===== config.mk =====
export PLATFORM = sky130hd
export DESIGN_NAME = keyboard_matrix_scan_ports_core
export DESIGN_NICKNAME = d
export VERILOG_FILES = /design/src/sv/kbms_pkg.sv /design/src/sv/keyboard_matrix_scan_ports_core.sv /design/src/sv/kbms_rows.sv /design/src/sv/kbms_scan.sv
export SDC_FILE = /design/constraint.sdc
export NUM_CORES = 1
export LEC_CHECK = 0
export BUFFER_PORTS_ARGS = -buffer_cell sky130_fd_sc_hd__buf_2
export CORE_AREA = 2 2 122 124
export CTS_CLUSTER_DIAMETER = 30
export DETAILED_ROUTE_END_ITERATION = 7
export DIE_AREA = 0 0 124 126
export GPL_TIMING_DRIVEN = 1
export PLACE_DENSITY = 0.7
export REMOVE_ABC_BUFFERS = 1
export SLEW_MARGIN = 20
export SYNTH_ARGS = -nofsm -noshare
export SYNTH_HDL_FRONTEND = slang
export SYNTH_HIERARCHICAL = 1
export SYNTH_SLANG_ARGS = --single-unit

===== constraint.sdc =====
create_clock -name clock -period 2.32 [get_ports clock]
set_input_delay 0.116 -clock clock [delete_from_list [all_inputs] [get_ports clock]]
set_output_delay 0.116 -clock clock [all_outputs]
set_load 0.01 [all_outputs]

===== src/sv/kbms_pkg.sv =====
`timescale 1ns / 1ps
`default_nettype none

package kbms_pkg;

   // matrix geometry
   localparam int ROW_COUNT  = 12;
   localparam int SCAN_PAIRS = 6;
   localparam int ROW_IDX_W  = 4;
   localparam int DATA_W     = 8;
   localparam int SEL_C_W    = 6;
   localparam int OP_W       = 3;
   localparam int CSR_IDX_W  = 2;

   // status bit positions on port c
   localparam int STATUS_PAL_BIT  = 6;
   localparam int STATUS_M700_BIT = 7;

   // request operations
   typedef enum logic [OP_W-1:0] {
      OP_SET_ROW   = 3'd0,
      OP_WR_SEL_A  = 3'd1,
      OP_WR_SEL_B  = 3'd2,
      OP_WR_SEL_C  = 3'd3,
      OP_RD_PORT_A = 3'd4,
      OP_RD_PORT_B = 3'd5,
      OP_RD_PORT_C = 3'd6
   } op_type;

   // configuration register indexes
   typedef enum logic [CSR_IDX_W-1:0] {
      CSR_MODEL_500   = 2'd0,
      CSR_NTSC_TIMING = 2'd1,
      CSR_MODEL_700   = 2'd2
   } csr_idx_type;

   // one request as held in the input register
   typedef struct packed {
      logic [OP_W-1:0]      op;
      logic [ROW_IDX_W-1:0] row_index;
      logic [DATA_W-1:0]    write_value;
   } req_type;

   // configuration bits
   typedef struct packed {
      logic model_500_mode;
      logic ntsc_timing;
      logic model_700;
   } cfg_type;

   // matrix contents seen by the scan logic
   typedef struct packed {
      logic [ROW_COUNT-1:0][DATA_W-1:0] rows;
      logic [DATA_W-1:0]                sel_a;
      logic [DATA_W-1:0]                sel_b;
      logic [SEL_C_W-1:0]               sel_c;
   } scan_state_type;

   function automatic logic is_read_op(input logic [OP_W-1:0] op);
      logic r;
      r = (op == OP_RD_PORT_A) || (op == OP_RD_PORT_B) || (op == OP_RD_PORT_C);
      return r;
   endfunction

endpackage

`default_nettype wire


===== src/sv/keyboard_matrix_scan_ports_core.sv =====
`timescale 1ns / 1ps
`default_nettype none

// channel   | direction | handshake              | payload
// ----------+-----------+------------------------+------------------------------------
// req_      | in        | req_tvalid/req_tready  | tdata: op, row_index, write_value
// rsp_      | out       | rsp_tvalid/rsp_tready  | tdata: read_data
// csr_      | in        | csr_valid/csr_ready    | csr_index, csr_data
//
// one request per cycle while the input is not stalled; a read's answer passes through
// the input register, then the result register
// row writes and latch writes take effect when the request leaves the input register
// reset clears key rows, select latches, configuration and both valid flags
// a read held behind an untaken response stalls the input; writes pass it

module keyboard_matrix_scan_ports_core (
   input  wire logic        clock,
   input  wire logic        reset,
   input  wire logic        req_tvalid,
   output logic             req_tready,
   input  wire logic [15:0] req_tdata,   // op[2:0], row_index[6:3], write_value[14:7], pad
   output logic             rsp_tvalid,
   input  wire logic        rsp_tready,
   output logic [7:0]       rsp_tdata,   // read_data[7:0]
   input  wire logic        csr_valid,
   output logic             csr_ready,
   input  wire logic [1:0]  csr_index,
   input  wire logic        csr_data
);
   import kbms_pkg::*;

   req_type            s1_req_ff, s1_req_in;
   logic               s1_valid_ff, s1_valid_in;
   logic               rsp_valid_ff, rsp_valid_in;
   logic [DATA_W-1:0]  rsp_data_ff, rsp_data_in;
   cfg_type            cfg_ff, cfg_in;
   logic               s1_read;
   logic               s1_advance;
   logic               req_accept;
   logic [DATA_W-1:0]  scan_data;
   scan_state_type     mstate;

   // request pipeline control
   assign s1_read    = is_read_op(s1_req_ff.op);
   assign s1_advance = s1_valid_ff && (!s1_read || !rsp_valid_ff || rsp_tready);
   assign req_tready = !s1_valid_ff || s1_advance;
   assign req_accept = req_tvalid && req_tready;

   always_comb begin
      s1_valid_in = s1_valid_ff;
      s1_req_in   = s1_req_ff;
      if (req_accept) begin
         s1_valid_in           = 1'b1;
         s1_req_in.op          = req_tdata[2:0];
         s1_req_in.row_index   = req_tdata[6:3];
         s1_req_in.write_value = req_tdata[14:7];
      end else if (s1_advance) begin
         s1_valid_in = 1'b0;
      end
   end

   // result register
   always_comb begin
      rsp_valid_in = rsp_valid_ff;
      rsp_data_in  = rsp_data_ff;
      if (s1_advance && s1_read) begin
         rsp_valid_in = 1'b1;
         rsp_data_in  = scan_data;
      end else if (rsp_tready) begin
         rsp_valid_in = 1'b0;
      end
   end

   // configuration writes
   assign csr_ready = 1'b1;
   always_comb begin
      cfg_in = cfg_ff;
      if (csr_valid) begin
         unique case (csr_index)
            CSR_MODEL_500:   cfg_in.model_500_mode = csr_data;
            CSR_NTSC_TIMING: cfg_in.ntsc_timing    = csr_data;
            CSR_MODEL_700:   cfg_in.model_700      = csr_data;
            default: ;
         endcase
      end
   end

   always_ff @(posedge clock) begin
      if (reset) begin
         s1_valid_ff  <= 1'b0;
         rsp_valid_ff <= 1'b0;
         cfg_ff       <= '0;
      end else begin
         s1_valid_ff  <= s1_valid_in;
         rsp_valid_ff <= rsp_valid_in;
         cfg_ff       <= cfg_in;
      end
      s1_req_ff   <= s1_req_in;
      rsp_data_ff <= rsp_data_in;
   end

   kbms_rows u_rows (
      .clock (clock),
      .reset (reset),
      .exec  (s1_advance),
      .req   (s1_req_ff),
      .state (mstate)
   );

   kbms_scan u_scan (
      .state     (mstate),
      .cfg       (cfg_ff),
      .op        (s1_req_ff.op),
      .read_data (scan_data)
   );

   assign rsp_tvalid = rsp_valid_ff;
   assign rsp_tdata  = rsp_data_ff;

   // a blocked read stays in the input register
   assert property (@(posedge clock) disable iff (reset)
      (s1_valid_ff && s1_read && rsp_valid_ff && !rsp_tready) |=> s1_valid_ff)
      else $error("blocked read lost from input register");

   // a new response only follows a read leaving the input register
   assert property (@(posedge clock) disable iff (reset)
      (rsp_tvalid && !$past(rsp_tvalid)) |-> $past(s1_advance && s1_read))
      else $error("response without a read request");

   // the input stalls only behind a read waiting on the output
   assert property (@(posedge clock) disable iff (reset)
      !req_tready |-> (s1_valid_ff && s1_read && rsp_valid_ff && !rsp_tready))
      else $error("input stalled without cause");

   // a non-read request never produces a response
   assert property (@(posedge clock) disable iff (reset)
      (s1_advance && !s1_read && !(rsp_valid_ff && !rsp_tready)) |=> !rsp_tvalid)
      else $error("write request produced a response");

endmodule

`default_nettype wire


===== src/sv/kbms_rows.sv =====
`timescale 1ns / 1ps
`default_nettype none

module kbms_rows (
   input  wire logic                    clock,
   input  wire logic                    reset,
   input  wire logic                    exec,
   input  wire kbms_pkg::req_type       req,
   output kbms_pkg::scan_state_type     state
);
   import kbms_pkg::*;

   logic [ROW_COUNT-1:0][DATA_W-1:0] rows_ff, rows_in;
   logic [DATA_W-1:0]                sel_a_ff, sel_a_in;
   logic [DATA_W-1:0]                sel_b_ff, sel_b_in;
   logic [SEL_C_W-1:0]               sel_c_ff, sel_c_in;

   // row writes, out-of-range indexes match no row
   always_comb begin
      for (int r = 0; r < ROW_COUNT; r++) begin
         rows_in[r] = rows_ff[r];
         if (exec && (req.op == OP_SET_ROW) && (req.row_index == ROW_IDX_W'(r))) begin
            rows_in[r] = req.write_value;
         end
      end
   end

   // select latch writes
   always_comb begin
      sel_a_in = sel_a_ff;
      sel_b_in = sel_b_ff;
      sel_c_in = sel_c_ff;
      if (exec) begin
         case (req.op)
            OP_WR_SEL_A: sel_a_in = req.write_value;
            OP_WR_SEL_B: sel_b_in = req.write_value;
            OP_WR_SEL_C: sel_c_in = req.write_value[SEL_C_W-1:0];
            default: ;
         endcase
      end
   end

   always_ff @(posedge clock) begin
      if (reset) begin
         rows_ff  <= '0;
         sel_a_ff <= '0;
         sel_b_ff <= '0;
         sel_c_ff <= '0;
      end else begin
         rows_ff  <= rows_in;
         sel_a_ff <= sel_a_in;
         sel_b_ff <= sel_b_in;
         sel_c_ff <= sel_c_in;
      end
   end

   assign state.rows  = rows_ff;
   assign state.sel_a = sel_a_ff;
   assign state.sel_b = sel_b_ff;
   assign state.sel_c = sel_c_ff;

endmodule

`default_nettype wire


===== src/sv/kbms_scan.sv =====
`timescale 1ns / 1ps
`default_nettype none

module kbms_scan (
   input  wire kbms_pkg::scan_state_type        state,
   input  wire kbms_pkg::cfg_type               cfg,
   input  wire logic [kbms_pkg::OP_W-1:0]       op,
   output logic [kbms_pkg::DATA_W-1:0]          read_data
);
   import kbms_pkg::*;

   logic [SCAN_PAIRS-1:0][DATA_W-1:0] even_row;
   logic [SCAN_PAIRS-1:0][DATA_W-1:0] odd_row;
   logic [DATA_W-1:0]                 or_a;
   logic [DATA_W-1:0]                 or_b;
   logic [DATA_W-1:0]                 acc_c;

   // pick the row pairs, rows past the end read as zero
   for (genvar i = 0; i < SCAN_PAIRS; i++) begin : g_pair
      if (2*i < ROW_COUNT) begin : g_even
         assign even_row[i] = state.rows[2*i];
      end else begin : g_even_none
         assign even_row[i] = '0;
      end
      if (2*i+1 < ROW_COUNT) begin : g_odd
         assign odd_row[i] = state.rows[2*i+1];
      end else begin : g_odd_none
         assign odd_row[i] = '0;
      end
   end

   // row scans for ports a and b, select c bits are active low
   always_comb begin
      or_a = '0;
      or_b = '0;
      for (int i = 0; i < SCAN_PAIRS; i++) begin
         if (!state.sel_c[i]) begin
            or_a = or_a | even_row[i];
            or_b = or_b | odd_row[i];
         end
      end
   end

   // reverse scan for port c, plus status bits when not in model 500 mode
   always_comb begin
      acc_c = '0;
      for (int i = 0; i < SCAN_PAIRS; i++) begin
         acc_c[i] = |(even_row[i] & ~state.sel_a) | |(odd_row[i] & ~state.sel_b);
      end
      if (!cfg.model_500_mode) begin
         acc_c[STATUS_PAL_BIT]  = !cfg.ntsc_timing;
         acc_c[STATUS_M700_BIT] = !cfg.model_700;
      end
   end

   // port select, everything is active low
   always_comb begin
      unique case (op)
         OP_RD_PORT_A: read_data = ~or_a;
         OP_RD_PORT_B: read_data = ~or_b;
         OP_RD_PORT_C: read_data = ~acc_c;
         default:      read_data = '1;
      endcase
   end

endmodule

`default_nettype wire

==> flow_summary_export.csv <==
group,metric,value,unit
outcome,status,"complete, no violations",
route,vias,5802,
setup_path,endpoint,"rsp_tdata[2]$_DFFE_PP_",
final_layout,utilization,0.5766,
setup_path,cp_data_required_time,2.47,ns
synth,synth_area,6993,um^2
timing,worst_slack,0.1849,ns
die,die_area,15620,um^2
synth,yosys_register_bits,146,
job,maxCapViolations,0,
synth,yosysTopAreaCellShare,0.3521,
final_layout,layout.nets,812,
timing,rsz0062_at_grt,"false",
route,final_antenna_net_count,0,
setup_path,ff2ff_setup_slack,0.18,ns
placement,place_congestion,0.9317,
synth,netlist_top_cells_count,"123 x dfxtp_1, 115 x mux2i_1, 104 x inv_1, 104 x nand2b_1, 79 x o22ai_1",
grt,grt_max_degree,65,
final_layout,final_area,8253,um^2
timing,setup_viol,0,
grt,grt_pass1_vias,5797,
clocking,h-tree-depth,4,
setup_path,cp-startpoint,"s1_req_ff[13]$_DFFE_PP_",
die,fp-row-count,44,
timing,fmax,468.4,MHz
synth,synth_cell_types,40,
synth,synth_ff_type,"dfxtp_1",
timing,slew-limit-headroom,0.4268,
placement,dp_slack,-0.02912,ns
synth,async_flop_share,0,
clocking,clk_path_buf_depth,2,
setup_path,endpoint_kind,"flop",
synth,seq_area_frac_synth,0.4509,
route,drt-total-wl,23090,um
grt,antenna_found_initial,0,
final_layout,multi_input_comb_area,3252,um^2
setup_path,r2r.worst_path.cells,5,
final_layout,area_growth,18.02,%
synth,ys.warnings.count,6,
synth,yosys-top-cells-area,"dfxtp_1 35%, mux2i_1 16%, edfxtp_1 9.9%",
route,routedWlPerCell,23.44,um
clocking,clkTransAtPathRegs,0.06,ns
clocking,clk_latency,0.44,ns
placement,place_area,7392,um^2
timing,post-route-min-period,2.135,ns
die,core,14310,um^2
timing,finalMaxSlewViolations,0,
power_and_ir_drop,ir_drop,0.5033,mV
clocking,root_buffer,"clkbuf_16",
setup_path,path_class,"reg -> reg",
setup_path,cp_max_fo,8,
timing,tightest_slew,0.8586,ns
clocking,cts_buffers,17,
timing,fin_skew,0.006970,ns
final_layout,fillCellCount,1296,
setup_path,rr_endpoint,"rsp_tdata[2]$_DFFE_PP_",
setup_path,crit_arrival,2.28,ns
final_layout,seqCellArea,3153,um^2
placement,io_buffers,32,
route,viasPerCell,5.890,
die,die_x,124,um
timing,period_share,0.9203,
route,drc_errors,0,
grt,overflow,0,
final_layout,antennaDiodeCount,0,
synth,synth_area_leader_cell,"dfxtp_1",
hold_path,min_path_type,"in -> reg",
clocking,cts.sinks,146,
synth,syn_inst,733,
route,dr.pass1.iters,5,
die,pin_count,35,
synth,synth_edf_count,23,
setup_path,startpoint_type,"flop",
final_layout,drive_gt1_frac,0.1423,
clocking,cts_tree,"built",
die,initial_core_util,0.4885,
setup_path,r2r-start,"s1_req_ff[13]$_DFFE_PP_",
timing,hold_viol,0,
power_and_ir_drop,cellPowerDensity,698.1,nW/um^2
synth,synth_most_common_cell,"dfxtp_1",
synth,syn_area_per_cell,9.540,um^2
die,die_h,126,um
placement,detailed_place_hpwl,16500,um
grt,grt_pass1_wl,34670,um
hold_path,min_path_cells,4,
grt,globalRouteTotalUtil,0.3085,
route,drt_iter0_drc,491,
power_and_ir_drop,p_leak,3.479,nW
==> registers in the layout, summed over array words and instances (netlist names) <==
register,cells
u_rows/state,96
u_rows/sel_b_ff,8
cfg_ff,3
s1_req_ff,15
u_rows/sel_c_ff,6
rsp_tvalid,1
rsp_tdata,8
u_rows/sel_a_ff,8
s1_valid_ff,1
==> repair_timing <==
item	CTS	global route
resized for setup	2	5
setup endpoints to repair	7	92
endpoints found under the hold margin	19	0
setup buffers	0	3
hold buffers	17	0
==> stage by stage <==
stage,instances,power (W),hold WS [ns],setup TNS (ns)
global placement,933,0.002960,0.2921,0
CTS,982,0.005788,0.03645,0
detailed placement,933,0.002966,0.2941,-0.06528
finish,985,0.005761,0.03974,0
global route,985,0.005939,0.05859,0
floorplan,686,0.002818,0.1851,-6.537
==> logic make-up (layout without fill, tap and decap cells) <==
family / after synthesis / count (layout) / share of synthesized area
multiplexers: 115 / 115 / 0.1646
AND/OR/NAND/NOR: 205 / 205 / 0.1879
flip-flops: 146 / 146 / 0.4509
buffers and inverters: 156 / 224 / 0.09143
AO/OA/AOI/OAI: 110 / 110 / 0.1047
other: 1 / 1 / 0.0005363
==> where the power goes <==
part | switching, W | total [W] | internal [W]
sequential | 0.0000338 | 0.00264 | 0.00260
combinational | 0.000180 | 0.000308 | 0.000128
clock | 0.00110 | 0.00282 | 0.00171
total | 0.00132 | 0.00576 | 0.00444
==> cell usage in the layout (no fill, tap or decap), drive strengths merged, types with 2 or more instances in the layout <==
cell and instances:
dfxtp 123, mux2i 115, inv 108, nand2b 104, o22ai 79, buf 66, nor2 26, edfxtp 23
clkbuf 22, dlygate4sd3 17, a221oi 17, nor4 16, nand3 12, nand3b 10, nor3 9, nand4 7
nand2 6, o21ai 6, clkinv 6, nand4b 4, nor2b 4, clkinvlp 3, o41ai 3, bufinv 2
o31ai 2, a31oi 2
==> worst min path at each step <==
stage	from	end	slack, ns
after global placement	req_tdata[10]	s1_req_ff[3]$_DFFE_PP_	0.29
after CTS	rsp_tready	s1_valid_ff$_SDFFE_PP0P_	0.04
after global routing	rsp_tready	s1_valid_ff$_SDFFE_PP0P_	0.06
final	rsp_tready	s1_valid_ff$_SDFFE_PP0P_	0.04
after floorplan	reset	s1_valid_ff$_SDFFE_PP0P_	0.19
after detailed placement	req_tdata[14]	s1_req_ff[7]$_DFFE_PP_	0.29
==> metal layers <==
layer / up-vias / wire [um] / GRT usage
met3: 51 / 1194 / 0.05435
met1: 2905 / 10220 / 0.4089
met4: 0 / 764 / 0.1210
met2: 199 / 10910 / 0.4987
met5: - / 0 / 0
li1: 2647 / - / -
==> cell type report <==
class / instances / share of cell area
clock inverter: 10 / 0.01471
inverter: 109 / 0.04958
timing repair buffer: 83 / 0.07292
tap: 184 / 0.02790
sequential: 146 / 0.3820
multi-input combinational: 431 / 0.3940
clock buffer: 22 / 0.05882
==> critical path, cell delays in order (launching register included) <==
cell      delay [ns]
edfxtp_1        0.43
buf_4           0.19
or3b_1          0.63
nor4_1          0.36
nor3_1          0.09
o41ai_1         0.14
No activity file was read; power rests on OpenSTA's default activity.
